[config.mk]
export PLATFORM = sky130hd
export DESIGN_NAME = tangent_by_vector_bisection_top
export DESIGN_NICKNAME = d
export VERILOG_FILES = /design/src/rtl/tbvb_pkg.sv /design/src/rtl/tangent_by_vector_bisection_top.sv /design/src/rtl/tbvb_fpadd.sv /design/src/rtl/tbvb_fpmul.sv /design/src/rtl/tbvb_fpdiv.sv /design/src/rtl/tbvb_datapath.sv /design/src/rtl/tbvb_ctrl.sv
export SDC_FILE = /design/constraint.sdc
export NUM_CORES = 2
export LEC_CHECK = 0
export BUFFER_PORTS_ARGS = -buffer_cell sky130_fd_sc_hd__buf_2
export CORE_MARGIN = 8
export CORE_UTILIZATION = 59
export CTS_CLUSTER_DIAMETER = 30
export DETAILED_ROUTE_END_ITERATION = 16
export GPL_TIMING_DRIVEN = 0
export PLACE_DENSITY_LB_ADDON = 0.05
export SETUP_SLACK_MARGIN = 0.02
export SYNTH_ARGS = -nofsm -noshare
export SYNTH_HDL_FRONTEND = slang
export SYNTH_SLANG_ARGS = --single-unit
export TNS_END_PERCENT = 20
[constraint.sdc]
create_clock -name clock -period 12.08 [get_ports clock]
set_clock_uncertainty 0.1 [all_clocks]
set_input_delay 0.604 -clock clock [delete_from_list [all_inputs] [get_ports clock]]
set_output_delay 0.604 -clock clock [all_outputs]
set_load 0.02 [all_outputs]
[src/rtl/tbvb_pkg.sv]
// ---------------------------------------------------------------------------
// tbvb_pkg: shared types and constants
// Operation codes, fixed-point angle constants, float constants and the
// command and status bundles between controller and datapath.
// ---------------------------------------------------------------------------
package tbvb_pkg;

   // Angles are degrees with 16 fraction bits.
   localparam logic [24:0] DEG_90  = 25'd5898240;
   localparam logic [24:0] DEG_180 = 25'd11796480;
   localparam logic [24:0] DEG_270 = 25'd17694720;
   localparam logic [24:0] DEG_360 = 25'd23592960;

   localparam logic [4:0] MAX_DEPTH = 5'd16;

   // Single-precision constants.
   localparam logic [31:0] FP_ZERO         = 32'h0000_0000;
   localparam logic [31:0] FP_ONE          = 32'h3f80_0000;
   localparam logic [31:0] FP_NEG_ONE      = 32'hbf80_0000;
   localparam logic [31:0] FP_HALF         = 32'h3f00_0000;
   localparam logic [31:0] FP_THREE_HALVES = 32'h3fc0_0000;
   localparam logic [31:0] ISQRT_MAGIC     = 32'h5f37_59df;

   typedef logic [3:0] op_type;

   // Floating-point operations, in issue order within one bisection.
   localparam op_type OP_SX   = 4'd0;   // sx = ux + lx
   localparam op_type OP_SY   = 4'd1;   // sy = uy + ly
   localparam op_type OP_SQX  = 4'd2;   // t = sx * sx
   localparam op_type OP_SQY  = 4'd3;   // q = sy * sy
   localparam op_type OP_SUM  = 4'd4;   // v = t + q
   localparam op_type OP_SEED = 4'd5;   // half = v * 0.5, g = seed
   localparam op_type OP_HG   = 4'd6;   // t = half * g
   localparam op_type OP_HGG  = 4'd7;   // t = t * g
   localparam op_type OP_CORR = 4'd8;   // t = 1.5 - t
   localparam op_type OP_NEWG = 4'd9;   // g = g * t
   localparam op_type OP_NX   = 4'd10;  // nx = sx * g
   localparam op_type OP_NY   = 4'd11;  // ny = sy * g
   localparam op_type OP_C1   = 4'd12;  // t = px * ny
   localparam op_type OP_C2   = 4'd13;  // q = py * nx
   localparam op_type OP_CR   = 4'd14;  // t = t - q
   localparam op_type OP_DIV  = 4'd15;  // quot = py / px

   typedef struct packed {
      logic   red_load;
      logic   red_step;
      logic   red_fix;
      logic   init;
      logic   start;
      op_type op;
      logic   step;
      logic   out_load;
   } cmd_type;

   typedef struct packed {
      logic       red_last;
      logic       axis;
      logic       done;
      logic       first;
      logic       hit;
      logic       px_zero;
      logic [4:0] iters;
   } stat_type;

endpackage

[src/rtl/tangent_by_vector_bisection_top.sv]
// ---------------------------------------------------------------------------
// tangent_by_vector_bisection_top: tangent of a fixed-point angle
// One item is in work at a time.
// Synchronous active-high reset clears the controller and output valid.
// ---------------------------------------------------------------------------
module tangent_by_vector_bisection_top
   import tbvb_pkg::*;
(
   input  logic        clock,
   input  logic        reset,
   // Input channel.
   input  logic        req_tvalid,
   output logic        req_tready,
   input  logic [31:0] req_tdata,   // [31:0] angle_deg
   // Result channel.
   output logic        rsp_tvalid,
   input  logic        rsp_tready,
   output logic [63:0] rsp_tdata,   // [31:0] tangent_bits, [36:32] iterations_used,
                                    // [61:37] reached_angle, [63:62] zero
   output logic [1:0]  rsp_tuser,   // [0] undefined_flag, [1] exact_hit
   // Configuration writes: index 0 is bisection_depth, 1 is precision_mode.
   input  logic        csr_wen,
   input  logic        csr_addr,
   input  logic [4:0]  csr_wdata
);

   // Every float operation is issued alone on a two-stage adder or multiplier;
   // the final slope uses a 26-step divider. The next item is taken while a
   // finished result waits on the output register. Reset also sets the depth
   // register to 10 and the precision register to 1.

   // The controller owns both handshakes and the configuration registers; the
   // datapath owns all arithmetic and the output payload register.
   cmd_type     cmd;
   stat_type    stat;
   logic [31:0] tangent_bits;
   logic        undefined_flag;
   logic        exact_hit;
   logic [4:0]  iterations_used;
   logic [24:0] reached_angle;

   tbvb_ctrl u_ctrl (
      .clock      (clock),
      .reset      (reset),
      .req_tvalid (req_tvalid),
      .req_tready (req_tready),
      .rsp_tvalid (rsp_tvalid),
      .rsp_tready (rsp_tready),
      .csr_wen    (csr_wen),
      .csr_addr   (csr_addr),
      .csr_wdata  (csr_wdata),
      .cmd        (cmd),
      .stat       (stat)
   );

   tbvb_datapath u_datapath (
      .clock           (clock),
      .reset           (reset),
      .angle_deg       (req_tdata),
      .cmd             (cmd),
      .stat            (stat),
      .tangent_bits    (tangent_bits),
      .undefined_flag  (undefined_flag),
      .exact_hit       (exact_hit),
      .iterations_used (iterations_used),
      .reached_angle   (reached_angle)
   );

   // The payload stays in place while a result waits, since the datapath only
   // reloads it when the controller sees the output register free.
   assign rsp_tdata = {2'b00, reached_angle, iterations_used, tangent_bits};
   assign rsp_tuser = {exact_hit, undefined_flag};

endmodule

[src/rtl/tbvb_fpadd.sv]
// ---------------------------------------------------------------------------
// tbvb_fpadd: two-stage single-precision adder
// Stage one aligns and adds, stage two normalizes and rounds to nearest even.
// ---------------------------------------------------------------------------
module tbvb_fpadd
   import tbvb_pkg::*;
(
   input  logic        clock,
   input  logic [31:0] op_a,
   input  logic [31:0] op_b,
   output logic [31:0] sum
);

   logic        swap;
   logic [31:0] big, sml;
   logic [7:0]  dexp;
   logic [26:0] mbig, msml_full, msml, mask;
   logic        sticky;
   logic        sub;
   logic        pass_in, sign_in;
   logic [31:0] pass_val_in;
   logic [27:0] raw_in;

   logic        pass_ff, sign_ff;
   logic [31:0] pass_val_ff;
   logic [7:0]  exp_ff;
   logic [27:0] raw_ff;

   always_comb begin
      swap      = op_b[30:0] > op_a[30:0];
      big       = swap ? op_b : op_a;
      sml       = swap ? op_a : op_b;
      dexp      = big[30:23] - sml[30:23];
      mbig      = {1'b1, big[22:0], 3'b000};
      msml_full = {1'b1, sml[22:0], 3'b000};
      mask      = '0;
      msml      = '0;
      sticky    = 1'b1;
      if (dexp <= 8'd26) begin
         msml   = msml_full >> dexp;
         mask   = (27'd1 << dexp) - 27'd1;
         sticky = |(msml_full & mask);
      end
      msml    = {msml[26:1], msml[0] | sticky};
      sub     = big[31] ^ sml[31];
      raw_in  = sub ? ({1'b0, mbig} - {1'b0, msml}) : ({1'b0, mbig} + {1'b0, msml});
      sign_in = big[31];
      // A zero operand passes the other one through; two zeros give the
      // round-to-nearest sign rule.
      pass_in     = (sml[30:23] == 8'd0);
      pass_val_in = (big[30:23] == 8'd0) ? {op_a[31] & op_b[31], 31'd0} : big;
   end

   always_ff @(posedge clock) begin
      pass_ff     <= pass_in;
      pass_val_ff <= pass_val_in;
      sign_ff     <= sign_in;
      exp_ff      <= big[30:23];
      raw_ff      <= raw_in;
   end

   logic [4:0]  lz;
   logic        found;
   logic [26:0] norm;
   logic [8:0]  e;
   logic        up;
   logic [24:0] mr;
   logic [31:0] sum_in;
   logic [31:0] sum_ff;

   always_comb begin
      lz    = 5'd0;
      found = 1'b0;
      for (int i = 26; i >= 0; i--) begin
         if (!found && raw_ff[i]) begin
            lz    = 5'(26 - i);
            found = 1'b1;
         end
      end
      if (raw_ff[27]) begin
         norm = {raw_ff[27:2], raw_ff[1] | raw_ff[0]};
         e    = {1'b0, exp_ff} + 9'd1;
      end else begin
         norm = raw_ff[26:0] << lz;
         e    = {1'b0, exp_ff} - {4'd0, lz};
      end
      up = norm[2] & (norm[1] | norm[0] | norm[3]);
      mr = {1'b0, norm[26:3]} + {24'd0, up};
      if (mr[24]) begin
         e = e + 9'd1;
      end
      if (pass_ff) begin
         sum_in = pass_val_ff;
      end else if (raw_ff == 28'd0) begin
         sum_in = FP_ZERO;
      end else begin
         sum_in = {sign_ff, e[7:0], mr[22:0]};
      end
   end

   always_ff @(posedge clock) begin
      sum_ff <= sum_in;
   end

   assign sum = sum_ff;

endmodule

[src/rtl/tbvb_fpmul.sv]
// ---------------------------------------------------------------------------
// tbvb_fpmul: two-stage single-precision multiplier
// Stage one forms the 24 by 24 product, stage two normalizes and rounds.
// ---------------------------------------------------------------------------
module tbvb_fpmul
   import tbvb_pkg::*;
(
   input  logic        clock,
   input  logic [31:0] op_a,
   input  logic [31:0] op_b,
   output logic [31:0] prod
);

   logic [47:0] p_ff;
   logic [9:0]  e_ff;
   logic        zero_ff, sign_ff;

   always_ff @(posedge clock) begin
      p_ff    <= {1'b1, op_a[22:0]} * {1'b1, op_b[22:0]};
      e_ff    <= {2'b00, op_a[30:23]} + {2'b00, op_b[30:23]};
      zero_ff <= (op_a[30:23] == 8'd0) || (op_b[30:23] == 8'd0);
      sign_ff <= op_a[31] ^ op_b[31];
   end

   logic [23:0] m;
   logic        g, st, up;
   logic [9:0]  e;
   logic [24:0] mr;
   logic [31:0] prod_in;
   logic [31:0] prod_ff;

   always_comb begin
      if (p_ff[47]) begin
         m  = p_ff[47:24];
         g  = p_ff[23];
         st = |p_ff[22:0];
         e  = e_ff - 10'd126;
      end else begin
         m  = p_ff[46:23];
         g  = p_ff[22];
         st = |p_ff[21:0];
         e  = e_ff - 10'd127;
      end
      up = g & (st | m[0]);
      mr = {1'b0, m} + {24'd0, up};
      if (mr[24]) begin
         e = e + 10'd1;
      end
      prod_in = zero_ff ? {sign_ff, 31'd0} : {sign_ff, e[7:0], mr[22:0]};
   end

   always_ff @(posedge clock) begin
      prod_ff <= prod_in;
   end

   assign prod = prod_ff;

endmodule

[src/rtl/tbvb_fpdiv.sv]
// ---------------------------------------------------------------------------
// tbvb_fpdiv: iterative single-precision divider
// Restoring division, one quotient bit per cycle, then a rounding step.
// ---------------------------------------------------------------------------
module tbvb_fpdiv
   import tbvb_pkg::*;
(
   input  logic        clock,
   input  logic        reset,
   input  logic        start,
   input  logic [31:0] num,
   input  logic [31:0] den,
   output logic [31:0] quot,
   output logic        done
);

   logic        busy_ff, done_ff;
   logic [4:0]  cnt_ff;
   logic [24:0] rem_ff;
   logic [23:0] mden_ff;
   logic [25:0] q_ff;
   logic [9:0]  e_ff;
   logic        sign_ff, zero_ff;
   logic [31:0] quot_ff;

   logic [23:0] mnum, mden;
   logic [9:0]  e0;
   logic        ge;
   logic [24:0] rem_d;
   logic        up;
   logic [24:0] mr;
   logic [9:0]  ef;

   always_comb begin
      mnum  = {1'b1, num[22:0]};
      mden  = {1'b1, den[22:0]};
      e0    = {2'b00, num[30:23]} - {2'b00, den[30:23]} + 10'd127;
      ge    = rem_ff >= {1'b0, mden_ff};
      rem_d = ge ? (rem_ff - {1'b0, mden_ff}) : rem_ff;
      up    = q_ff[1] & (q_ff[0] | (rem_ff != 25'd0) | q_ff[2]);
      mr    = {1'b0, q_ff[25:2]} + {24'd0, up};
      ef    = mr[24] ? (e_ff + 10'd1) : e_ff;
   end

   always_ff @(posedge clock) begin
      if (reset) begin
         busy_ff <= 1'b0;
         done_ff <= 1'b0;
      end else begin
         done_ff <= 1'b0;
         if (start) begin
            busy_ff <= 1'b1;
         end else if (busy_ff && cnt_ff == 5'd0) begin
            busy_ff <= 1'b0;
            done_ff <= 1'b1;
         end
      end
   end

   always_ff @(posedge clock) begin
      if (start) begin
         cnt_ff  <= 5'd26;
         mden_ff <= mden;
         q_ff    <= '0;
         sign_ff <= num[31] ^ den[31];
         zero_ff <= (num[30:23] == 8'd0);
         if (mnum < mden) begin
            rem_ff <= {mnum, 1'b0};
            e_ff   <= e0 - 10'd1;
         end else begin
            rem_ff <= {1'b0, mnum};
            e_ff   <= e0;
         end
      end else if (busy_ff && cnt_ff != 5'd0) begin
         cnt_ff <= cnt_ff - 5'd1;
         q_ff   <= {q_ff[24:0], ge};
         rem_ff <= {rem_d[23:0], 1'b0};
      end else if (busy_ff) begin
         quot_ff <= zero_ff ? {sign_ff, 31'd0} : {sign_ff, ef[7:0], mr[22:0]};
      end
   end

   assign quot = quot_ff;
   assign done = done_ff;

endmodule

[src/rtl/tbvb_datapath.sv]
// ---------------------------------------------------------------------------
// tbvb_datapath: angle reduction, vector registers and float units
// Holds the bisection vectors, the tracked angle and the result register,
// and runs one float operation at a time on the shared units.
// ---------------------------------------------------------------------------
module tbvb_datapath
   import tbvb_pkg::*;
(
   input  logic        clock,
   input  logic        reset,
   input  logic [31:0] angle_deg,
   input  cmd_type     cmd,
   output stat_type    stat,
   output logic [31:0] tangent_bits,
   output logic        undefined_flag,
   output logic        exact_hit,
   output logic [4:0]  iterations_used,
   output logic [24:0] reached_angle
);

   // Angle reduction: subtract 360 degrees shifted down from 64 times.
   logic [31:0] m_ff;
   logic        neg_ff;
   logic [2:0]  red_k_ff;
   logic [24:0] r_ff;
   logic [31:0] sub_val;

   assign sub_val = {7'd0, DEG_360} << red_k_ff;

   always_ff @(posedge clock) begin
      if (cmd.red_load) begin
         neg_ff   <= angle_deg[31];
         m_ff     <= angle_deg[31] ? (32'd0 - angle_deg) : angle_deg;
         red_k_ff <= 3'd6;
      end else if (cmd.red_step) begin
         if (m_ff >= sub_val) begin
            m_ff <= m_ff - sub_val;
         end
         red_k_ff <= red_k_ff - 3'd1;
      end
      if (cmd.red_fix) begin
         r_ff <= (neg_ff && m_ff != 32'd0) ? (DEG_360 - m_ff[24:0]) : m_ff[24:0];
      end
   end

   logic is0, is90, is180, is270, axis;
   assign is0   = (r_ff == 25'd0);
   assign is90  = (r_ff == DEG_90);
   assign is180 = (r_ff == DEG_180);
   assign is270 = (r_ff == DEG_270);
   assign axis  = is0 | is90 | is180 | is270;

   // Float registers.
   logic [31:0] ux_ff, uy_ff, lx_ff, ly_ff, sx_ff, sy_ff, t_ff, q_ff, v_ff;
   logic [31:0] half_ff, g_ff, nx_ff, ny_ff, px_ff, py_ff, quot_ff;
   logic [24:0] cur_ff, cut_ff;
   logic [4:0]  iters_ff;
   logic        first_ff, hit_ff;

   // Operation sequencing on the shared units.
   op_type      op_ff;
   logic        busy_ff;
   logic [1:0]  cnt_ff;
   logic        is_add, is_div, done;
   logic [31:0] add_a, add_b, mul_a, mul_b, add_res, mul_res, div_res, res;
   logic        div_done;

   assign is_div = (op_ff == OP_DIV);
   assign is_add = (op_ff == OP_SX) || (op_ff == OP_SY) || (op_ff == OP_SUM) ||
                   (op_ff == OP_CORR) || (op_ff == OP_CR);
   assign done   = busy_ff && (is_div ? div_done : (cnt_ff == 2'd2));
   assign res    = is_div ? div_res : (is_add ? add_res : mul_res);

   always_comb begin
      add_a = ux_ff;
      add_b = lx_ff;
      unique case (op_ff)
         OP_SY: begin
            add_a = uy_ff;
            add_b = ly_ff;
         end
         OP_SUM: begin
            add_a = t_ff;
            add_b = q_ff;
         end
         OP_CORR: begin
            add_a = FP_THREE_HALVES;
            add_b = {~t_ff[31], t_ff[30:0]};
         end
         OP_CR: begin
            add_a = t_ff;
            add_b = {~q_ff[31], q_ff[30:0]};
         end
         default: begin
            add_a = ux_ff;
            add_b = lx_ff;
         end
      endcase
   end

   always_comb begin
      mul_a = sx_ff;
      mul_b = sx_ff;
      unique case (op_ff)
         OP_SQY: begin
            mul_a = sy_ff;
            mul_b = sy_ff;
         end
         OP_SEED: begin
            mul_a = v_ff;
            mul_b = FP_HALF;
         end
         OP_HG: begin
            mul_a = half_ff;
            mul_b = g_ff;
         end
         OP_HGG: begin
            mul_a = t_ff;
            mul_b = g_ff;
         end
         OP_NEWG: begin
            mul_a = g_ff;
            mul_b = t_ff;
         end
         OP_NX: begin
            mul_a = sx_ff;
            mul_b = g_ff;
         end
         OP_NY: begin
            mul_a = sy_ff;
            mul_b = g_ff;
         end
         OP_C1: begin
            mul_a = px_ff;
            mul_b = ny_ff;
         end
         OP_C2: begin
            mul_a = py_ff;
            mul_b = nx_ff;
         end
         default: begin
            mul_a = sx_ff;
            mul_b = sx_ff;
         end
      endcase
   end

   tbvb_fpadd u_add (
      .clock (clock),
      .op_a  (add_a),
      .op_b  (add_b),
      .sum   (add_res)
   );

   tbvb_fpmul u_mul (
      .clock (clock),
      .op_a  (mul_a),
      .op_b  (mul_b),
      .prod  (mul_res)
   );

   tbvb_fpdiv u_div (
      .clock (clock),
      .reset (reset),
      .start (busy_ff && is_div && cnt_ff == 2'd0),
      .num   (py_ff),
      .den   (px_ff),
      .quot  (div_res),
      .done  (div_done)
   );

   always_ff @(posedge clock) begin
      if (reset) begin
         busy_ff <= 1'b0;
         cnt_ff  <= 2'd0;
      end else if (cmd.start) begin
         busy_ff <= 1'b1;
         cnt_ff  <= 2'd0;
      end else if (done) begin
         busy_ff <= 1'b0;
      end else if (busy_ff && cnt_ff != 2'd2) begin
         cnt_ff <= cnt_ff + 2'd1;
      end
   end

   always_ff @(posedge clock) begin
      if (cmd.start) begin
         op_ff <= cmd.op;
      end
   end

   // Bisection step: the direction follows the sign of the cross product.
   logic        dir;
   logic [24:0] cut_n, cur_n;
   assign dir   = !first_ff && !t_ff[31] && (t_ff[30:23] != 8'd0);
   assign cut_n = {1'b0, cut_ff[24:1]};
   assign cur_n = dir ? (cur_ff + cut_n) : (cur_ff - cut_n);

   always_ff @(posedge clock) begin
      if (cmd.init) begin
         iters_ff <= 5'd0;
         first_ff <= 1'b1;
         cut_ff   <= DEG_90;
         px_ff    <= FP_ZERO;
         py_ff    <= FP_ZERO;
         if (r_ff < DEG_90) begin
            ux_ff <= FP_ZERO;    uy_ff <= FP_ONE;
            lx_ff <= FP_ONE;     ly_ff <= FP_ZERO;
            cur_ff <= DEG_90;
         end else if (r_ff < DEG_180) begin
            ux_ff <= FP_NEG_ONE; uy_ff <= FP_ZERO;
            lx_ff <= FP_ZERO;    ly_ff <= FP_ONE;
            cur_ff <= DEG_180;
         end else if (r_ff < DEG_270) begin
            ux_ff <= FP_ZERO;    uy_ff <= FP_NEG_ONE;
            lx_ff <= FP_NEG_ONE; ly_ff <= FP_ZERO;
            cur_ff <= DEG_270;
         end else begin
            ux_ff <= FP_ONE;     uy_ff <= FP_ZERO;
            lx_ff <= FP_ZERO;    ly_ff <= FP_NEG_ONE;
            cur_ff <= DEG_360;
         end
      end else if (cmd.step) begin
         cut_ff   <= cut_n;
         cur_ff   <= cur_n;
         hit_ff   <= (r_ff == cur_n);
         iters_ff <= iters_ff + 5'd1;
         first_ff <= 1'b0;
         px_ff    <= nx_ff;
         py_ff    <= ny_ff;
         if (r_ff > cur_n) begin
            lx_ff <= nx_ff;
            ly_ff <= ny_ff;
         end else begin
            ux_ff <= nx_ff;
            uy_ff <= ny_ff;
         end
      end
      if (done) begin
         unique case (op_ff) inside
            OP_SX:   sx_ff <= res;
            OP_SY:   sy_ff <= res;
            OP_SQX, OP_HG, OP_HGG, OP_CORR, OP_C1, OP_CR: t_ff <= res;
            OP_SQY, OP_C2: q_ff <= res;
            OP_SUM:  v_ff <= res;
            OP_SEED: begin
               half_ff <= res;
               g_ff    <= ISQRT_MAGIC - {1'b0, v_ff[31:1]};
            end
            OP_NEWG: g_ff  <= res;
            OP_NX:   nx_ff <= res;
            OP_NY:   ny_ff <= res;
            OP_DIV:  quot_ff <= res;
            default: ;
         endcase
      end
   end

   // Result register.
   logic px_zero;
   assign px_zero = (px_ff[30:23] == 8'd0);

   logic [31:0] tan_ff;
   logic        undef_ff, hit_out_ff;
   logic [4:0]  iters_out_ff;
   logic [24:0] reached_ff;

   always_ff @(posedge clock) begin
      if (cmd.out_load) begin
         tan_ff       <= (axis || px_zero) ? FP_ZERO : quot_ff;
         undef_ff     <= is90 | is270;
         hit_out_ff   <= !axis && hit_ff;
         iters_out_ff <= axis ? 5'd0 : iters_ff;
         reached_ff   <= axis ? r_ff : cur_ff;
      end
   end

   assign tangent_bits    = tan_ff;
   assign undefined_flag  = undef_ff;
   assign exact_hit       = hit_out_ff;
   assign iterations_used = iters_out_ff;
   assign reached_angle   = reached_ff;

   always_comb begin
      stat          = '0;
      stat.red_last = (red_k_ff == 3'd0);
      stat.axis     = axis;
      stat.done     = done;
      stat.first    = first_ff;
      stat.hit      = hit_ff;
      stat.px_zero  = px_zero;
      stat.iters    = iters_ff;
   end

endmodule

[src/rtl/tbvb_ctrl.sv]
// ---------------------------------------------------------------------------
// tbvb_ctrl: sequencing state machine and configuration registers
// Issues reduction steps and float operations to the datapath and handles
// both handshakes.
// ---------------------------------------------------------------------------
module tbvb_ctrl
   import tbvb_pkg::*;
(
   input  logic       clock,
   input  logic       reset,
   input  logic       req_tvalid,
   output logic       req_tready,
   output logic       rsp_tvalid,
   input  logic       rsp_tready,
   input  logic       csr_wen,
   input  logic       csr_addr,
   input  logic [4:0] csr_wdata,
   output cmd_type    cmd,
   input  stat_type   stat
);

   localparam logic REG_DEPTH     = 1'b0;
   localparam logic REG_PRECISION = 1'b1;

   localparam logic [3:0] S_IDLE  = 4'd0;
   localparam logic [3:0] S_RED   = 4'd1;
   localparam logic [3:0] S_FIX   = 4'd2;
   localparam logic [3:0] S_CLASS = 4'd3;
   localparam logic [3:0] S_ISSUE = 4'd4;
   localparam logic [3:0] S_WAIT  = 4'd5;
   localparam logic [3:0] S_STEP  = 4'd6;
   localparam logic [3:0] S_CHECK = 4'd7;
   localparam logic [3:0] S_FIN   = 4'd8;

   logic [3:0] state_ff, state_in;
   op_type     op_ff, op_in;
   logic       pass_ff, pass_in;
   logic       rsp_valid_ff, rsp_valid_in;
   logic [4:0] depth_ff;
   logic       prec_ff;
   logic [4:0] depth_eff;

   always_comb begin
      if (depth_ff == 5'd0) begin
         depth_eff = 5'd1;
      end else if (depth_ff > MAX_DEPTH) begin
         depth_eff = MAX_DEPTH;
      end else begin
         depth_eff = depth_ff;
      end
   end

   always_comb begin
      state_in = state_ff;
      op_in    = op_ff;
      pass_in  = pass_ff;
      cmd      = '0;
      cmd.op   = op_ff;
      unique case (state_ff)
         S_IDLE: begin
            if (req_tvalid) begin
               cmd.red_load = 1'b1;
               state_in     = S_RED;
            end
         end
         S_RED: begin
            cmd.red_step = 1'b1;
            if (stat.red_last) begin
               state_in = S_FIX;
            end
         end
         S_FIX: begin
            cmd.red_fix = 1'b1;
            state_in    = S_CLASS;
         end
         S_CLASS: begin
            if (stat.axis) begin
               state_in = S_FIN;
            end else begin
               cmd.init = 1'b1;
               op_in    = OP_SX;
               pass_in  = 1'b0;
               state_in = S_ISSUE;
            end
         end
         S_ISSUE: begin
            cmd.start = 1'b1;
            state_in  = S_WAIT;
         end
         S_WAIT: begin
            if (stat.done) begin
               state_in = S_ISSUE;
               case (op_ff)
                  OP_NEWG: begin
                     if (prec_ff && !pass_ff) begin
                        pass_in = 1'b1;
                        op_in   = OP_HG;
                     end else begin
                        op_in = OP_NX;
                     end
                  end
                  OP_NY: begin
                     if (stat.first) begin
                        state_in = S_STEP;
                     end else begin
                        op_in = OP_C1;
                     end
                  end
                  OP_CR:   state_in = S_STEP;
                  OP_DIV:  state_in = S_FIN;
                  default: op_in = op_ff + 4'd1;
               endcase
            end
         end
         S_STEP: begin
            cmd.step = 1'b1;
            pass_in  = 1'b0;
            state_in = S_CHECK;
         end
         S_CHECK: begin
            state_in = S_ISSUE;
            if (stat.hit || stat.iters == depth_eff) begin
               if (stat.px_zero) begin
                  state_in = S_FIN;
               end else begin
                  op_in = OP_DIV;
               end
            end else begin
               op_in = OP_SX;
            end
         end
         S_FIN: begin
            if (!rsp_valid_ff || rsp_tready) begin
               cmd.out_load = 1'b1;
               state_in     = S_IDLE;
            end
         end
         default: state_in = S_IDLE;
      endcase
   end

   always_comb begin
      rsp_valid_in = rsp_valid_ff;
      if (cmd.out_load) begin
         rsp_valid_in = 1'b1;
      end else if (rsp_tready) begin
         rsp_valid_in = 1'b0;
      end
   end

   always_ff @(posedge clock) begin
      if (reset) begin
         state_ff     <= S_IDLE;
         op_ff        <= OP_SX;
         pass_ff      <= 1'b0;
         rsp_valid_ff <= 1'b0;
         depth_ff     <= 5'd10;
         prec_ff      <= 1'b1;
      end else begin
         state_ff     <= state_in;
         op_ff        <= op_in;
         pass_ff      <= pass_in;
         rsp_valid_ff <= rsp_valid_in;
         if (csr_wen) begin
            unique case (csr_addr)
               REG_DEPTH:     depth_ff <= csr_wdata;
               REG_PRECISION: prec_ff  <= csr_wdata[0];
               default: ;
            endcase
         end
      end
   end

   assign req_tready = (state_ff == S_IDLE);
   assign rsp_tvalid = rsp_valid_ff;

endmodule

==> qor.csv <==
metric;value;unit
Die Ht;367;microns
hold slack;0.0402;ns
Levels on crit path;35;
clock root cell;clkbuf_16;
Worst path slowest cell;nor2_1;
GP Congestion;1.05;
RSZ-0062 raised after global routing;yes;
gr ovfl total;0;
Largest register FFs;48;
Crit Path Category;reg2reg;
Worst Path Max Fanout;10;
total CTS buffers;207;
final hold vios;0;
DR pass1 iterations;10;
top_reg_cell synth;edfxtp_1;
distinct cell type count after synthesis;96;
largest family of logic cells by synthesized area;adder cells;
GRT Util Overall;0.390;
worst slew pin tran;1.55;ns
vias per cell;6.46;
Routed WL;270000;microns
Starting Density;0.596;
Seq/Total Area, Yosys;0.379;
hold wc startpoint;req_tdata[1];
Rel. slew slack;-0.0428;
I/O Pins;111;
Adder-Cell Fraction of Synth Area;0.206;
worst path required time;12.68;ns
crit start category;flip-flop;
Yosys reg bits;1028;
antenna violations before repair;11;
fillcell total;9388;
Hold WC Path Type;in2reg;
YS warnings;0;
Yosys top cell by area;edfxtp_1;
status;finished, violations left;
Synth top area share;0.285;
r2r startpoint;u_datapath.op_ff[3];
Clock Latency Late Sink;0.83;ns
clk slew on worst S/H paths;0.05;ns
Cell Area, Synth;0.0726;sq mm
CP startpoint;u_datapath.op_ff[3];
Seq. cell area;0.0275;sq mm
HPWL after detailed placement;209000;microns
Area Growth Syn to Fin;15.9;%
Mapped Avg Cell Area;9.80;sq um
most frequent cell on the critical path;fa_1;
Slew Viols, Final;4;
worst hold stages;3;
first-pass GRT wire length;395000;microns
Post-Synthesis Cells;7407;
final antenna-violating net count;0;
CTS H-Tree Depth;4;
Top reg by flops;u_datapath.u_mul.p_ff;
die area;0.135;sq mm
Wirelength per Cell;28.0;microns
Final Util;0.691;
I/O Buffers;108;
Worst Reg-to-Reg Cells;35;
Leak;0.0346;uW
DR vias;62281;
mux share of post-synthesis cell area;0.0313;
Async SR Flop Fraction;0;
Worst path max stage delay;0.60;ns
clock sink total;1028;
Max Root-Sink Buffers;3;
die width;367;microns
most numerous cell in the Yosys netlist;nand2_1;
largest vdd supply drop;0.568;mV
Final Critical Period;11.95;ns
Post-synth EDFFs;690;
period utilisation layout;0.990;
Std-Cell Rows;128;
Cell Pwr Density;225;mW/mm^2
XOR/XNOR share of the synthesized area;0.0398;
synth top area cells;edfxtp_1 29%, fa_1 13%, dfxtp_1 9.3%, ha_1 7.1%, nand2_1 5.2%;
Post-synth top cells;1,003 x nand2_1, 743 x inv_1, 690 x edfxtp_1, 535 x nor2_1, 488 x fa_1;
Starting DRT DRC Count;8823;
Post-Synth Simple-Gate Area;0.147;
CTS tree;built;
largest net degree at the start of global routing;59;
core area;0.122;sq mm
failing checks;capacitance limit, slew limit;
fmax;83.7;MHz
Data arrival, critical path;12.55;ns
buffers and inverters on the worst path;7;
Worst Setup End Kind;flip-flop;
drt drc;0;
layout cells sized above 1;0.103;
Final #Nets;8767;
compound-cell area share of the yosys netlist;0.138;
Max Cap Viol;1;
multi-input logic area;0.0412;sq mm
vias in the first global route;61623;
final setup fails;0;
critical path's top delay family;adder cells;
## report_power, final
group          leakage (uW)  internal (uW)  switching (uW)  total [uW]
combinational        0.0221           3180            4920        8100
sequential          0.00899           4470             482        4950
clock               0.00352           3740            2120        5860
total                0.0346          11400            7520       18900
## routing by layer
layer,track usage,share of wire
met5,0,0.00026
met4,0.227,0.073
met3,0.124,0.13
met1,0.495,0.37
met2,0.586,0.43
## worst min-delay path: stages
cell     delay [ns]
buf_2          0.10
mux2i_1        0.07
nor2_1         0.08
## layout make-up
cell class / instances / area share
inverter: 752 / 0.0336
timing repair buffer: 209 / 0.0201
sequential: 1028 / 0.327
clock inverter: 151 / 0.0215
clock buffer: 242 / 0.0655
antenna: 5 / 0.000149
tap: 1625 / 0.0242
multi-input combinational: 5247 / 0.489
buffer: 377 / 0.0189
## cell usage in the layout (no fill, tap or decap), types with 78 or more instances in the layout
cell type / count
clkbuf_1: 293
nor2_1: 531
mux2i_1: 157
a222oi_1: 85
nand4_1: 78
o21ai_0: 304
inv_1: 743
nand2_1: 998
fa_1: 488
edfxtp_1: 690
ha_1: 414
buf_2: 122
clkbuf_16: 214
nand3_1: 130
and2_1: 115
xnor2_1: 206
a21oi_1: 341
xor2_1: 122
dfxtp_1: 338
nor3_1: 97
## per-stage QoR
| step | instances | cell area [sq um] | setup TNS (ns) | total power [uW] | worst slack (ns) |
|---|---|---|---|---|---|
| floorplan | 7408 | 72600 | 0 | 10200 | 1.12 |
| global placement | 9141 | 75200 | -276.04 | 12500 | -3.02 |
| detailed placement | 9203 | 76200 | -30.72 | 12800 | -2.65 |
| CTS | 9620 | 83900 | 0 | 18700 | 0.00937 |
| global route | 9631 | 84100 | -0.728 | 19900 | -0.219 |
| finish | 9636 | 84200 | 0 | 18900 | 0.125 |
## kinds of logic (layout without fill, tap and decap cells)
group	count (synthesis)	after routing
adder cells (fa/ha/maj)	902	902
flip-flops	1028	1028
AND/OR/NAND/NOR	2345	2345
XOR/XNOR	329	329
buffers and inverters	1133	1731
other	1	7
AO/OA/AOI/OAI	1470	1470
multiplexers	199	199
## final timing paths
| kind | endpoint | slack, ns |
|---|---|---|
| setup / recovery | u_datapath.u_mul.p_ff[45] | 0.13 |
| hold / removal | u_datapath.m_ff[1] | 0.04 |
| setup reg to reg | u_datapath.u_mul.p_ff[45] | 0.13 |
| hold reg to reg | u_datapath.u_div.quot[31] | 0.25 |
## repair_timing
item / CTS / global route
hold endpoints to repair: 8 / 0
setup buffers: 17 / 13
endpoints found under the setup margin: 33 / 20
hold buffers: 9 / 0
resized for setup: 61 / 88
pin swaps: 10 / 13
(Power assumes the default switching activity.)
